==> config.mk <==
export PLATFORM = sky130hd
export DESIGN_NAME = nec_ir_frame_transmitter
export DESIGN_NICKNAME = d
export VERILOG_FILES = /design/src/rtl/nec_tx_pkg.sv /design/src/rtl/nec_tx_frame.sv /design/src/rtl/nec_ir_frame_transmitter.sv
export SDC_FILE = /design/constraint.sdc
export NUM_CORES = 1
export LEC_CHECK = 0
export BUFFER_PORTS_ARGS = -buffer_cell sky130_fd_sc_hd__buf_2
export CORE_UTILIZATION = 40
export DETAILED_ROUTE_END_ITERATION = 8
export PLACE_DENSITY = 0.67
export SETUP_SLACK_MARGIN = 0.05
export SYNTH_ARGS = -nofsm -noshare
export SYNTH_HDL_FRONTEND = slang
export SYNTH_HIERARCHICAL = 1
export SYNTH_SLANG_ARGS = --single-unit
==> constraint.sdc <==
create_clock -name clk -period 5.2 [get_ports clk]
set_input_delay 0.78 -clock clk [delete_from_list [all_inputs] [get_ports clk]]
set_output_delay 0.78 -clock clk [all_outputs]
set_load 0.005 [all_outputs]
==> src/rtl/nec_tx_pkg.sv <==
package nec_tx_pkg;

	localparam int FRAME_BITS = 32;
	localparam int TICK_W     = 16;
	localparam int GAP_W      = 20;
	localparam int BYTE_W     = 8;
	localparam int BITPOS_W   = $clog2(FRAME_BITS + 1);
	localparam int CFG_IDX_W  = 3;

	localparam logic [GAP_W-1:0] GAP_MAX = '1;

	// phase codes
	localparam logic [2:0] PH_IDLE      = 3'd0;
	localparam logic [2:0] PH_HDR_MARK  = 3'd1;
	localparam logic [2:0] PH_HDR_SPACE = 3'd2;
	localparam logic [2:0] PH_BIT_MARK  = 3'd3;
	localparam logic [2:0] PH_BIT_SPACE = 3'd4;
	localparam logic [2:0] PH_STOP      = 3'd5;

	// register indexes
	localparam logic [CFG_IDX_W-1:0] REG_HDR_MARK  = 3'd0;
	localparam logic [CFG_IDX_W-1:0] REG_HDR_SPACE = 3'd1;
	localparam logic [CFG_IDX_W-1:0] REG_BIT_MARK  = 3'd2;
	localparam logic [CFG_IDX_W-1:0] REG_ONE_SPACE = 3'd3;
	localparam logic [CFG_IDX_W-1:0] REG_ZERO_SPACE = 3'd4;
	localparam logic [CFG_IDX_W-1:0] REG_STOP_MARK = 3'd5;
	localparam logic [CFG_IDX_W-1:0] REG_FRAME_GAP = 3'd6;

	// register reset values
	localparam logic [TICK_W-1:0] RST_HDR_MARK   = 16'd9000;
	localparam logic [TICK_W-1:0] RST_HDR_SPACE  = 16'd4500;
	localparam logic [TICK_W-1:0] RST_BIT_MARK   = 16'd562;
	localparam logic [TICK_W-1:0] RST_ONE_SPACE  = 16'd1687;
	localparam logic [TICK_W-1:0] RST_ZERO_SPACE = 16'd562;
	localparam logic [TICK_W-1:0] RST_STOP_MARK  = 16'd562;
	localparam logic [GAP_W-1:0]  RST_FRAME_GAP  = 20'd110000;

	typedef struct packed {
		logic [TICK_W-1:0] hdr_mark;
		logic [TICK_W-1:0] hdr_space;
		logic [TICK_W-1:0] bit_mark;
		logic [TICK_W-1:0] one_space;
		logic [TICK_W-1:0] zero_space;
		logic [TICK_W-1:0] stop_mark;
	} frame_cfg_t;

	typedef struct packed {
		logic tick;   // advance the frame in flight by one tick
		logic start;  // load a new frame after the advance
	} frame_ctl_t;

	typedef struct packed {
		logic busy_adv;  // busy after the advance, before any new start
		logic busy;      // busy after this word
		logic mark;      // mark envelope after this word
	} frame_sts_t;

	// a phase length of zero acts as one
	function automatic logic [TICK_W-1:0] len_to_timer(input logic [TICK_W-1:0] len);
		len_to_timer = (len == '0) ? '0 : len - TICK_W'(1);
	endfunction

	function automatic logic [FRAME_BITS-1:0] build_word(input logic [BYTE_W-1:0] a,
		input logic [BYTE_W-1:0] c);
		build_word = {~c, c, ~a, a};
	endfunction

endpackage

==> src/rtl/nec_tx_frame.sv <==
module nec_tx_frame (
	input  logic                    clk,
	input  logic                    arst_n,
	input  nec_tx_pkg::frame_cfg_t  cfg,
	input  nec_tx_pkg::frame_ctl_t  ctl,
	input  logic [7:0]              address,
	input  logic [7:0]              command,
	output nec_tx_pkg::frame_sts_t  sts
);
	import nec_tx_pkg::*;

	logic [2:0]            phase_q, phase_a, phase_n;
	logic [TICK_W-1:0]     timer_q, timer_a, timer_n;
	logic [FRAME_BITS-1:0] word_q, word_n;
	logic [BITPOS_W-1:0]   bitpos_q, bitpos_a, bitpos_n, bitpos_inc;
	logic                  busy_q, busy_a, busy_n;
	logic                  cur_bit;

	assign bitpos_inc = bitpos_q + BITPOS_W'(1);
	assign cur_bit    = word_q[bitpos_q[$clog2(FRAME_BITS)-1:0]];

	// advance the frame in flight
	always_comb begin
		phase_a  = phase_q;
		timer_a  = timer_q;
		bitpos_a = bitpos_q;
		busy_a   = busy_q;
		if (ctl.tick && busy_q) begin
			if (timer_q != '0) begin
				timer_a = timer_q - TICK_W'(1);
			end else begin
				unique case (phase_q)
					PH_HDR_MARK: begin
						phase_a = PH_HDR_SPACE;
						timer_a = len_to_timer(cfg.hdr_space);
					end
					PH_HDR_SPACE: begin
						bitpos_a = '0;
						phase_a  = PH_BIT_MARK;
						timer_a  = len_to_timer(cfg.bit_mark);
					end
					PH_BIT_MARK: begin
						phase_a = PH_BIT_SPACE;
						timer_a = len_to_timer(cur_bit ? cfg.one_space : cfg.zero_space);
					end
					PH_BIT_SPACE: begin
						bitpos_a = bitpos_inc;
						if (bitpos_inc < BITPOS_W'(FRAME_BITS)) begin
							phase_a = PH_BIT_MARK;
							timer_a = len_to_timer(cfg.bit_mark);
						end else begin
							phase_a = PH_STOP;
							timer_a = len_to_timer(cfg.stop_mark);
						end
					end
					default: begin
						busy_a  = 1'b0;
						phase_a = PH_IDLE;
						timer_a = '0;
					end
				endcase
			end
		end
	end

	// load a new frame on top of the advance
	always_comb begin
		phase_n  = phase_a;
		timer_n  = timer_a;
		bitpos_n = bitpos_a;
		busy_n   = busy_a;
		word_n   = word_q;
		if (ctl.start) begin
			word_n   = build_word(address, command);
			bitpos_n = '0;
			busy_n   = 1'b1;
			phase_n  = PH_HDR_MARK;
			timer_n  = len_to_timer(cfg.hdr_mark);
		end
	end

	always_ff @(posedge clk or negedge arst_n) begin
		if (!arst_n) begin
			phase_q  <= PH_IDLE;
			timer_q  <= '0;
			word_q   <= '0;
			bitpos_q <= '0;
			busy_q   <= 1'b0;
		end else begin
			phase_q  <= phase_n;
			timer_q  <= timer_n;
			word_q   <= word_n;
			bitpos_q <= bitpos_n;
			busy_q   <= busy_n;
		end
	end

	assign sts.busy_adv = busy_a;
	assign sts.busy     = busy_n;
	assign sts.mark     = busy_n && (phase_n == PH_HDR_MARK || phase_n == PH_BIT_MARK ||
		phase_n == PH_STOP);

endmodule

==> src/rtl/nec_ir_frame_transmitter.sv <==
// Channel   Dir  Handshake            Payload
// s_*       in   s_tvalid/s_tready    s_tuser opcode, s_tdata address/command/repeat_count
// m_*       out  m_tvalid/m_tready    m_tdata ir_mark/frame_busy/sequence_active/frame_started
// cfg_*     in   cfg_valid/cfg_ready  cfg_index, cfg_data
//
// One word in, one word out. Each accepted word's result is loaded into the result register;
// a new word is taken every cycle while the result register drains.
// The frame sequencer and the gap counter update in the acceptance cycle.
// arst_n clears all state but the result data bits and loads the register defaults (NEC timings).
// A stalled result holds the input side only while the result register is full
// and m_tready is low.
module nec_ir_frame_transmitter (
	input  logic        clk,
	input  logic        arst_n,
	input  logic        s_tvalid,
	output logic        s_tready,
	input  logic [23:0] s_tdata,   // [7:0] address, [15:8] command, [23:16] repeat_count
	input  logic        s_tuser,   // [0] opcode: 0 tick, 1 start
	output logic        m_tvalid,
	input  logic        m_tready,
	output logic [7:0]  m_tdata,   // [0] ir_mark, [1] frame_busy, [2] sequence_active,
	                               // [3] frame_started, [7:4] zero
	input  logic        cfg_valid,
	output logic        cfg_ready,
	input  logic [2:0]  cfg_index,
	input  logic [19:0] cfg_data
);
	import nec_tx_pkg::*;

	localparam logic OP_TICK  = 1'b0;
	localparam logic OP_START = 1'b1;

	// configuration registers
	frame_cfg_t       cfg_q;
	logic [GAP_W-1:0] gap_ticks_q;

	// sequence state
	logic [BYTE_W-1:0] seq_addr_q, seq_cmd_q, seq_rep_q, sent_q;
	logic              seq_act_q;
	logic [GAP_W-1:0]  gap_cnt_q;
	logic              gap_sat_q;

	// result register
	logic       out_vld_q;
	logic [3:0] result_q;

	logic              accept;
	logic              is_tick;
	logic [BYTE_W-1:0] in_addr, in_cmd, in_rep;
	logic [GAP_W-1:0]  gap_cnt_inc;
	logic              gap_sat_inc;
	logic              act_pre;
	logic              start_frame;
	logic [BYTE_W-1:0] sent_inc;
	frame_ctl_t        fctl;
	frame_sts_t        fsts;

	assign accept    = s_tvalid && s_tready;
	assign s_tready  = !out_vld_q || m_tready;
	assign cfg_ready = 1'b1;
	assign is_tick   = (s_tuser == OP_TICK);
	assign in_addr   = s_tdata[7:0];
	assign in_cmd    = s_tdata[15:8];
	assign in_rep    = s_tdata[23:16];

	always_ff @(posedge clk or negedge arst_n) begin
		if (!arst_n) begin
			cfg_q.hdr_mark   <= RST_HDR_MARK;
			cfg_q.hdr_space  <= RST_HDR_SPACE;
			cfg_q.bit_mark   <= RST_BIT_MARK;
			cfg_q.one_space  <= RST_ONE_SPACE;
			cfg_q.zero_space <= RST_ZERO_SPACE;
			cfg_q.stop_mark  <= RST_STOP_MARK;
			gap_ticks_q      <= RST_FRAME_GAP;
		end else if (cfg_valid && cfg_ready) begin
			unique case (cfg_index)
				REG_HDR_MARK:   cfg_q.hdr_mark   <= cfg_data[TICK_W-1:0];
				REG_HDR_SPACE:  cfg_q.hdr_space  <= cfg_data[TICK_W-1:0];
				REG_BIT_MARK:   cfg_q.bit_mark   <= cfg_data[TICK_W-1:0];
				REG_ONE_SPACE:  cfg_q.one_space  <= cfg_data[TICK_W-1:0];
				REG_ZERO_SPACE: cfg_q.zero_space <= cfg_data[TICK_W-1:0];
				REG_STOP_MARK:  cfg_q.stop_mark  <= cfg_data[TICK_W-1:0];
				REG_FRAME_GAP:  gap_ticks_q      <= cfg_data[GAP_W-1:0];
				default: ;  // drop writes to unused indexes
			endcase
		end
	end

	// gap counter saturates; once it reaches the configured gap the next frame may go
	always_comb begin
		gap_cnt_inc = gap_cnt_q;
		gap_sat_inc = 1'b1;
		if (!gap_sat_q) begin
			if (gap_cnt_q != GAP_MAX)
				gap_cnt_inc = gap_cnt_q + GAP_W'(1);
			gap_sat_inc = (gap_cnt_inc >= gap_ticks_q);
		end
	end

	// sequence ends once the frame count reaches the repeat count
	assign act_pre     = seq_act_q && (sent_q < seq_rep_q);
	assign start_frame = accept && is_tick && act_pre && !fsts.busy_adv && gap_sat_inc;
	assign sent_inc    = sent_q + BYTE_W'(1);

	assign fctl.tick  = accept && is_tick;
	assign fctl.start = start_frame;

	nec_tx_frame u_frame (
		.clk     (clk),
		.arst_n  (arst_n),
		.cfg     (cfg_q),
		.ctl     (fctl),
		.address (seq_addr_q),
		.command (seq_cmd_q),
		.sts     (fsts)
	);

	always_ff @(posedge clk or negedge arst_n) begin
		if (!arst_n) begin
			seq_addr_q <= '0;
			seq_cmd_q  <= '0;
			seq_rep_q  <= '0;
			sent_q     <= '0;
			seq_act_q  <= 1'b0;
			gap_cnt_q  <= '0;
			gap_sat_q  <= 1'b1;
		end else if (accept) begin
			if (s_tuser == OP_START) begin
				// restart the sequence; a frame in flight keeps going
				seq_addr_q <= in_addr;
				seq_cmd_q  <= in_cmd;
				seq_rep_q  <= in_rep;
				sent_q     <= '0;
				seq_act_q  <= (in_rep != '0);
				gap_sat_q  <= 1'b1;
			end else if (start_frame) begin
				gap_cnt_q <= '0;
				gap_sat_q <= (gap_ticks_q == '0);
				sent_q    <= sent_inc;
				seq_act_q <= (sent_inc < seq_rep_q);
			end else begin
				gap_cnt_q <= gap_cnt_inc;
				gap_sat_q <= gap_sat_inc;
				seq_act_q <= act_pre;
			end
		end
	end

	// result register: load on accept, drop once taken
	always_ff @(posedge clk or negedge arst_n) begin
		if (!arst_n) begin
			out_vld_q <= 1'b0;
		end else if (accept) begin
			out_vld_q <= 1'b1;
		end else if (m_tready) begin
			out_vld_q <= 1'b0;
		end
	end

	always_ff @(posedge clk) begin
		if (accept) begin
			if (s_tuser == OP_START) begin
				result_q <= {1'b0, (in_rep != '0), fsts.busy, fsts.mark};
			end else if (start_frame) begin
				result_q <= {1'b1, (sent_inc < seq_rep_q), fsts.busy, fsts.mark};
			end else begin
				result_q <= {1'b0, act_pre, fsts.busy, fsts.mark};
			end
		end
	end

	assign m_tvalid = out_vld_q;
	assign m_tdata  = {4'b0000, result_q};

endmodule

Word level (Yosys, flattened, before mapping)

Cells that the tools add are included.

Word-level logic and storage cells: 134
Bits of input ports: 53
Bits in registers: 233

Reduce and logical (&&, ||, !) cells: 38
Eq/ne operators: 16
Add/subtract/negate cells: 9
Bitwise gates (word level): 3
Mux-type cells: 41
Order comparisons: 5

Operator list:

| kind                  | number |
|---|---|
| $mux 16               | 10 |
| $sub 16x1->16 const B | 6 |
| $logic_not 16->1      | 5 |
| $mux 20               | 4 |
| $pmux 16 s4           | 1 |
| $add 20x1->20 const B | 1 |
| $ge 20x20->1          | 1 |
| $logic_not 20->1      | 1 |
| $ne 20x20->1 const B  | 1 |
| $mux 6                | 3 |
| $reduce_and 2->1      | 9 |
| $lt 8x8->1            | 2 |
| $mux 8                | 2 |
| $not 8->8             | 2 |
| $reduce_bool 16->1    | 1 |
| $eq 3x2->1 const B    | 5 |
| $eq 3x3->1 const B    | 5 |
| $mux 3                | 5 |
| $mux 1                | 12 |
| $pmux 3 s4            | 1 |
| $pmux 6 s2            | 1 |
| $eq 3x1->1 const B    | 3 |
| $add 8x1->8 const B   | 1 |
| $logic_and 1x1->1     | 8 |
| 16 further kinds      | 22 |

Logic depth before layout (Yosys ltp)

Gate-level depths: netlist of run 1.

Depth in word-level cells: 16
Gate-level depth with buffers: 23
Depth with buffers taken out: 18

By module

Netlist of run 1, hierarchy kept.

Modules (own cells, without submodules):

| module                   | times used | area an instance (sq um) | sequential area each (sq um) | cells each |
|---|---|---|---|---|
| nec_ir_frame_transmitter | 1          | 8368.0                   | 4448.0                       | 697 |
| nec_tx_frame             | 1          | 5581.6                   | 1451.4                       | 695 |

Worst setup path before layout of run 1

Ideal clock, no wire load.

Path kind: flip-flop to flip-flop
Start: register u_frame.timer_q[9]
End: register u_frame.word_q[16]
Cell stages (with the launch flop): 17
Data arrival time: 4.709 ns
Period minus slack after synthesis: 4.834 ns
Setup slack: 0.366 ns
Cells stage by stage: dfrtp_1 > or4_4 > or3_4 > or3_4 > buf_6 > nor2_2 > a21boi_1 > buf_4 > or4_4 > nor2_2 > nand2_2 > inv_2 > buf_2 > clkbuf_1 > clkbuf_1 > buf_1 > mux2_2

RTL lines:

| what                   | RTL line           | RTL |
|---|---|---|
| from (decl)            | nec_tx_frame.sv:13 | `logic [TICK_W-1:0] timer_q, timer_a, timer_n;` |
| from (signal assigned) | nec_tx_frame.sv:91 | `timer_q <= timer_n;` |
| to (signal assigned)   | nec_tx_frame.sv:92 | `word_q <= word_n;` |
| to (decl)              | nec_tx_frame.sv:14 | `logic [FRAME_BITS-1:0] word_q, word_n;` |

Worst setup path in the final report of run 1

Start: register gap_cnt_q[9]
End: register u_frame.timer_q[8]

Longest elaborated chain between the ends: 7
Elaborated cells between the ends (all ways): 9
Those cells by class: add/sub (1); order compare (1); eq/ne (1); mux (4); reduce/logical (2)

RTL lines:

| what                                                 | RTL line                                                       | RTL |
|---|---|---|
| from (decl)                                          | nec_ir_frame_transmitter.sv:40                                 | `logic [GAP_W-1:0] gap_cnt_q;` |
| from (signal assigned)                               | nec_ir_frame_transmitter.sv:142                                | `gap_cnt_q <= gap_cnt_inc;` |
| $add 20x1->20 / $ne 20x20->1 (equally long branches) | nec_ir_frame_transmitter.sv:95, nec_ir_frame_transmitter.sv:94 |  |
| $mux 20 *                                            | nec_ir_frame_transmitter.sv:94                                 | `if (gap_cnt_q != GAP_MAX)` |
| $mux 20 *                                            | nec_ir_frame_transmitter.sv:93                                 | `if (!gap_sat_q) begin` |
| $ge 20x20->1 *                                       | nec_ir_frame_transmitter.sv:96                                 | `gap_sat_inc = (gap_cnt_inc >= gap_ticks_q);` |
| $mux 1 *                                             | nec_ir_frame_transmitter.sv:93                                 |  |
| $logic_and 1x1->1 *                                  | nec_ir_frame_transmitter.sv:102                                | `assign start_frame = accept && is_tick && act_pre && !fsts.busy_adv && gap_sat_inc;` |
| $mux 16 / $reduce_bool 2->1 (equally long branches)  | n/a                                                            |  |

Every way passes the cells marked *; elsewhere a longest branch is shown, timed or not. The select of a mux whose other input is x is not followed.
A chain may end at the register's enable or synchronous reset.

==> flow_summary.json, run 1 <==
{
  "synth_edf_count": 4,
  "routed_wl_um": 36800,
  "die_h_um": 189,
  "final.setup.worst_slack_ns": 0.512,
  "p_leak_nw": 6.45,
  "postCtsSetupRepairBufs": 0,
  "cts_hold_repair.buffers": 0,
  "antenna_found_initial": 1,
  "muxShareOfSynthArea_pct": 13.4,
  "rows": 68,
  "cp-start-kind": "register",
  "core_um2": 34500,
  "synth_top_family_by_area": "simple AND/OR/NAND/NOR gates",
  "synth_common_cells": "dfrtp_1, mux2_2, nand2_1",
  "ioPinCount": 64,
  "async_flop_share_pct": 98.3,
  "start_util_pct": 40.5,
  "status": "finished clean",
  "period_needed_ns": 4.69,
  "post-place-ws_ns": 0.644,
  "dpl.hpwl_um": 26700,
  "synth_area_leader_cell": "dfrtp_1",
  "p_per_area_nw_per_um2": 440,
  "die_area_um2": 35600,
  "ctsRootBufferMaster": "clkbuf_16",
  "worstPathMaxFanout": 27,
  "tightest_slew_ns": 1.19,
  "min_path_type": "input port to asynchronous set/reset pin",
  "synth_area_leaders": "dfrtp_1, mux2_2, dfstp_2",
  "cts_resized": 0,
  "synth_flop_cell": "dfrtp_1",
  "gp_congestion": 0.970,
  "antenna-diode-count": 0,
  "required_ns": 5.68,
  "synth-adder-area-share_pct": 4.13,
  "yosysMostFrequentCell": "dfrtp_1",
  "port_buffers": 58,
  "synth_compound_area_share_pct": 12.4,
  "ys_ff_latch": 233,
  "cts_buffers": 27,
  "avgSynthCellArea_um2": 10.0,
  "rsz0062_at_grt": "no",
  "grt_pass1_vias": 10634,
  "fillers": 3258,
  "cts_tree": "yes",
  "whs_ns": 0.261,
  "synthDistinctLibCells": 91,
  "clock_path_buffers": 3,
  "first_pass_iters": 6,
  "seq_area_frac_synth_pct": 42.3,
  "ys_warn_count": 6,
  "clk_pin_slew_ns": 0.06,
  "wl_per_cell_um": 19.2,
  "yosys.area_share.xor_xnor_pct": 6.03,
  "drtIter0Drc": 926,
  "fmax_mhz": 213,
  "rrSetupSlack_ns": 0.51,
  "critPathCaptureType": "register",
  "num_vias": 10928,
  "overflow": 0,
  "power_mw": 6.91,
  "area_growth_pct": 12.6,
  "relSlewSlack_pct": 20.2,
  "syn-cell-area_um2": 13900,
  "finalClockSkew_ns": 0.0281,
  "drc": 0,
  "yosysTopAreaCellShare_pct": 34.1,
  "die_w_um": 189,
  "grt_max_degree": 95,
  "peakVddDrop_mv": 0.317,
  "track_usage_pct": 20.7,
  "grt_pass1_wl_um": 58500,
  "clk_latency_ns": 0.57,
  "final_util_pct": 45.6,
  "cts.sink_count": 233,
  "yosys.area_share.simple_pct": 18.5,
  "crit_type": "register to register",
  "detail-route-antenna-nets": 0,
  "viasPerCell": 5.69,
  "min_period_over_period_pct": 90.2,
  "drive_gt1_share_pct": 24.8,
  "cap_violations": 0,
  "nNetsFinal": 1544,
  "syn_inst": 1392,
  "cts-htree-levels": 1,
  "slew_viol_final": 0,
  "hold_viol": 0,
  "setup_viol_count_final": 0,
  "arrival_ns": 5.17,
  "finalSetupTns_ns": 0
}
[final cells by class]
cell class | instances | area, um^2 | share of cell area, %
tap | 455 | 569 | 3.62
sequential | 233 | 5900 | 37.5
timing repair buffer | 79 | 458 | 2.91
inverter | 42 | 159 | 1.01
clock inverter | 16 | 255 | 1.62
clock buffer | 34 | 732 | 4.66
multi-input combinational | 1062 | 7640 | 48.6
[worst paths after layout]
kind	cells past startpoint	endpoint	from
max	17	u_frame/timer_q[8]	gap_cnt_q[9]
min	1	cfg_q[58]	arst_n
max reg2reg	17	u_frame/timer_q[8]	gap_cnt_q[9]
min reg2reg	1	u_frame/word_q[13]	seq_addr_q[5]
max in group asynchronous	2	sent_q[0]	arst_n
min in group clk	3	seq_addr_q[2]	s_tdata[2]
[flip-flops by register name, summed over array words and instances (netlist names), 3 cells and up]
name	flops
gap_ticks_q	20
seq_addr_q	8
u_frame/bitpos_q	6
u_frame/timer_q	16
sent_q	8
gap_cnt_q	20
u_frame/phase_q	3
seq_cmd_q	8
result_q	4
u_frame/word_q	32
cfg_q	96
seq_rep_q	8
[power by group]
part	internal, mW	switching [mW]
sequential	2.33	0.493
clock	1.30	0.790
combinational	0.925	1.08
[metal layers]
layer  vias up  GRT usage (%)  part of all wire [%]
li1       5174              -                     -
met1      5362           28.9                    46
met2       323           33.1                    46
met3        69           2.78                   5.6
met4         0           6.76                   2.9
met5         -              0                     0
[cells by family (layout without fill, tap and decap cells)]
| group | Yosys count | after routing |
|---|---|---|
| AO/OA/AOI/OAI | 251 | 251 |
| XOR/XNOR | 96 | 96 |
| AND/OR/NAND/NOR | 495 | 495 |
| adder cells (fa/ha/maj) | 46 | 46 |
| flip-flops | 233 | 233 |
| other | 2 | 5 |
| buffers and inverters | 100 | 171 |
| multiplexers | 169 | 169 |
[critical path, stage by stage (launching register included)]
cell	delay, ns
dfrtp_1	0.48
nand4_1	0.22
or3_1	0.49
nor3_4	0.24
nand2b_1	0.33
nor2_1	0.09
xor2_1	0.15
ha_1	0.30
a21oi_1	0.14
o21ai_0	0.09
a2111oi_0	0.37
nand3_1	0.23
nand2_2	0.17
clkinv_2	0.09
buf_4	0.23
nor4_1	0.64
o21a_1	0.23
a211o_1	0.10
[stage by stage]
step	cell area [um^2]	std cells
final	15700	1921
after global routing	15700	1921
after CTS	15700	1921
after detailed placement	14700	1871
after global placement	14700	1871
after floorplan	14000	1395
[cells in the final DEF, fill, tap and decap left out, types with 16 or more instances in the layout]
cell type and instances:
a21oi_1 64, buf_2 57, buf_4 21, clkbuf_16 27, dfrtp_1 190, dfstp_2 39, ha_1 46, inv_1 41
mux2_2 147, mux2i_1 22, nand2_1 141, nand3_1 39, nor2_1 96, nor3_1 40, nor4_1 22, o21ai_0 38
o22ai_1 16, or3_1 16, xnor2_1 52, xor2_1 44
No activity file was read; power rests on OpenSTA's default activity.
==> inputs of run 2 (changes only) <==
- CORE_MARGIN: unset -> 2
- HOLD_SLACK_MARGIN: unset -> 0.08
==> run 2 against run 1 <==
Net effect:
- core utilization up 0.062 points
- sequential share of layout area is 0.051 points lower
- hold slack got worse by 0.010 ns
- wire length rose by 0.92%
- via count rose by 0.67%
- die area grew 2.1%
- clock power hardly changed
- global-route usage shrank 0.38 points
- clock skew is 0.018 ns lower
- register-to-register slack got worse by 0.10 ns
- total power barely moved
- design area grew 0.14%
- critical path type unchanged
==> flow_summary.json, run 2 (same netlist as run 1, synthesis figures left out) <==
{
  "nNetsFinal": 1544,
  "post-place-ws_ns": 0.465,
  "finalClockSkew_ns": 0.00965,
  "switching_share_pct": 34.5,
  "peakVddDrop_mv": 0.254,
  "clk_pin_slew_ns": 0.06,
  "min_period_over_period_pct": 92.1,
  "grt_max_degree": 130,
  "grt_pass1_vias": 10516,
  "die_area_um2": 36400,
  "cts-htree-levels": 1,
  "final.setup.worst_slack_ns": 0.411,
  "routed_wl_um": 37100,
  "detail-route-antenna-nets": 0,
  "required_ns": 5.64,
  "die_w_um": 191,
  "fillers": 3268,
  "final_area_um2": 15700,
  "dpl.hpwl_um": 26500,
  "p_int_mw": 4.53,
  "power.clock.fraction_pct": 29.9,
  "arrival_ns": 5.23,
  "dpl-instance-area_um2": 14800,
  "period_needed_ns": 4.79,
  "viasPerCell": 5.73,
  "p_leak_nw": 6.47,
  "crit_path_max_incr_delay_ns": 0.50,
  "cts_buffers": 27,
  "mostFrequentLayoutCell": "dfrtp_1",
  "relSlewSlack_pct": 25.9,
  "mostFrequentLayoutCells": "dfrtp_1, mux2_2, nand2_1",
  "clock_path_buffers": 3,
  "hold_viol": 0,
  "r2r_cells": 18,
  "setup_viol_count_final": 0,
  "min_path_type": "input port to asynchronous set/reset pin",
  "cts.sink_count": 233,
  "start_util_pct": 40.5,
  "ioPinCount": 64,
  "antenna-diode-count": 0,
  "rrSetupSlack_ns": 0.41,
  "overflow": 0,
  "p_sw_mw": 2.38,
  "drive_gt1_share_pct": 25.1,
  "cap_violations": 0,
  "cpMaxStageDelayCell": "or3_1",
  "area_growth_pct": 12.8,
  "ctsRootBufferMaster": "clkbuf_16",
  "drtIter0Drc": 794,
  "finalSetupTns_ns": 0,
  "stdcell_count": 1920,
  "clk_latency_ns": 0.56,
  "drc": 0,
  "p_per_area_nw_per_um2": 439,
  "cts_hold_repair.buffers": 0,
  "largest_register_ffs": 96,
  "antenna_found_initial": 2,
  "path_cells": "nand4_1 -> or3_1 -> nor3_4 -> nand2b_1 -> nor2_1 -> xor2_1 -> ha_1 -> a21oi_1 -> o21ai_0 -> a2111oi_0 -> nand3_1 -> nand2_2 -> clkinv_2 -> buf_12 -> nor3_1 -> a221o_1 -> a31oi_1 -> a311o_1",
  "cts_tree": "yes",
  "wl_per_cell_um": 19.3,
  "top_regs": "cfg_q: 96 flops, u_frame/word_q: 32 flops",
  "slew_viol_final": 0,
  "tightest_slew_ns": 1.11,
  "port_buffers": 58,
  "num_vias": 11001,
  "place_inst": 1871,
  "first_pass_iters": 5,
  "path_buf_inv": 2,
  "r2r_end": "u_frame/timer_q[14]",
  "cp-start-kind": "register",
  "p_seq_share_pct": 40.4,
  "rsz0062_at_grt": "no",
  "status": "finished clean",
  "crit_type": "register to register",
  "worstPathMaxFanout": 103,
  "rows": 68,
  "reg2reg_from": "gap_cnt_q[9]",
  "pwr-share-comb_pct": 29.7,
  "die_h_um": 191,
  "core_um2": 34500,
  "critical-path-top-delay-family": "simple AND/OR/NAND/NOR gates",
  "critPathCaptureType": "register",
  "top_register": "cfg_q",
  "grt_pass1_wl_um": 58500,
  "gp_congestion": 0.911,
  "fmax_mhz": 209,
  "track_usage_pct": 20.3
}
## run 2: worst max path at each step
stage | from | endpoint | slack [ns] | depth (start not counted)
final | gap_cnt_q[9] | u_frame/timer_q[14] | 0.41 | 18
after global routing | gap_cnt_q[9] | u_frame/timer_q[14] | 0.08 | 18
after CTS | u_frame/timer_q[0] | u_frame/timer_q[13] | 0.41 | 17
after detailed placement | u_frame/timer_q[0] | u_frame/timer_q[13] | 0.46 | 17
after global placement | u_frame/timer_q[0] | u_frame/timer_q[13] | 0.58 | 17
after floorplan | u_frame/timer_q[9] | u_frame/word_q[16] | 0.37 | 16
## run 2: cell type report
type | count | area (um^2) | share of cell area (%)
inverter | 42 | 159 | 1.01
multi-input combinational | 1062 | 7650 | 48.6
timing repair buffer | 79 | 483 | 3.07
tap | 455 | 569 | 3.62
sequential | 233 | 5900 | 37.5
clock buffer | 28 | 689 | 4.38
clock inverter | 21 | 282 | 1.79
## run 2: power groups by stage
| stage | sequential [mW] | clock, mW | combinational (mW) |
|---|---|---|---|
| global route | 2.87 | 2.18 | 2.25 |
| finish | 2.79 | 2.07 | 2.05 |
| global placement | 2.79 | 0 | 1.98 |
| detailed placement | 2.81 | 0 | 2.01 |
| CTS | 2.79 | 2.10 | 2.03 |
| floorplan | 2.66 | 0 | 1.50 |
## run 2: per-layer routing
layer	track usage (%)	share of wire [%]	vias to the layer above
met5	0	0	-
met4	6.56	3.3	0
met3	2.82	5.5	73
met2	33.0	46	293
met1	28.1	45	5447
li1	-	-	5188
## run 2: metrics by stage
step / util, % / hold slack, ns / power [mW]
2_1_floorplan: - / 0.437 / 4.15
3_3_place_gp: 42.8 / 0.460 / 4.77
3_5_place_dp: 42.8 / 0.465 / 4.82
4_1_cts: 45.6 / 0.282 / 6.92
5_1_grt: 45.7 / 0.303 / 7.30
6_report: 45.7 / 0.250 / 6.91
## run 2: repair_timing
| action | in CTS | in global routing |
|---|---|---|
| buffers inserted | 0 | 0 |
| hold endpoints to repair | 0 | 0 |
| setup endpoints to repair | 0 | 5 |
| gates resized for setup | 0 | 1 |
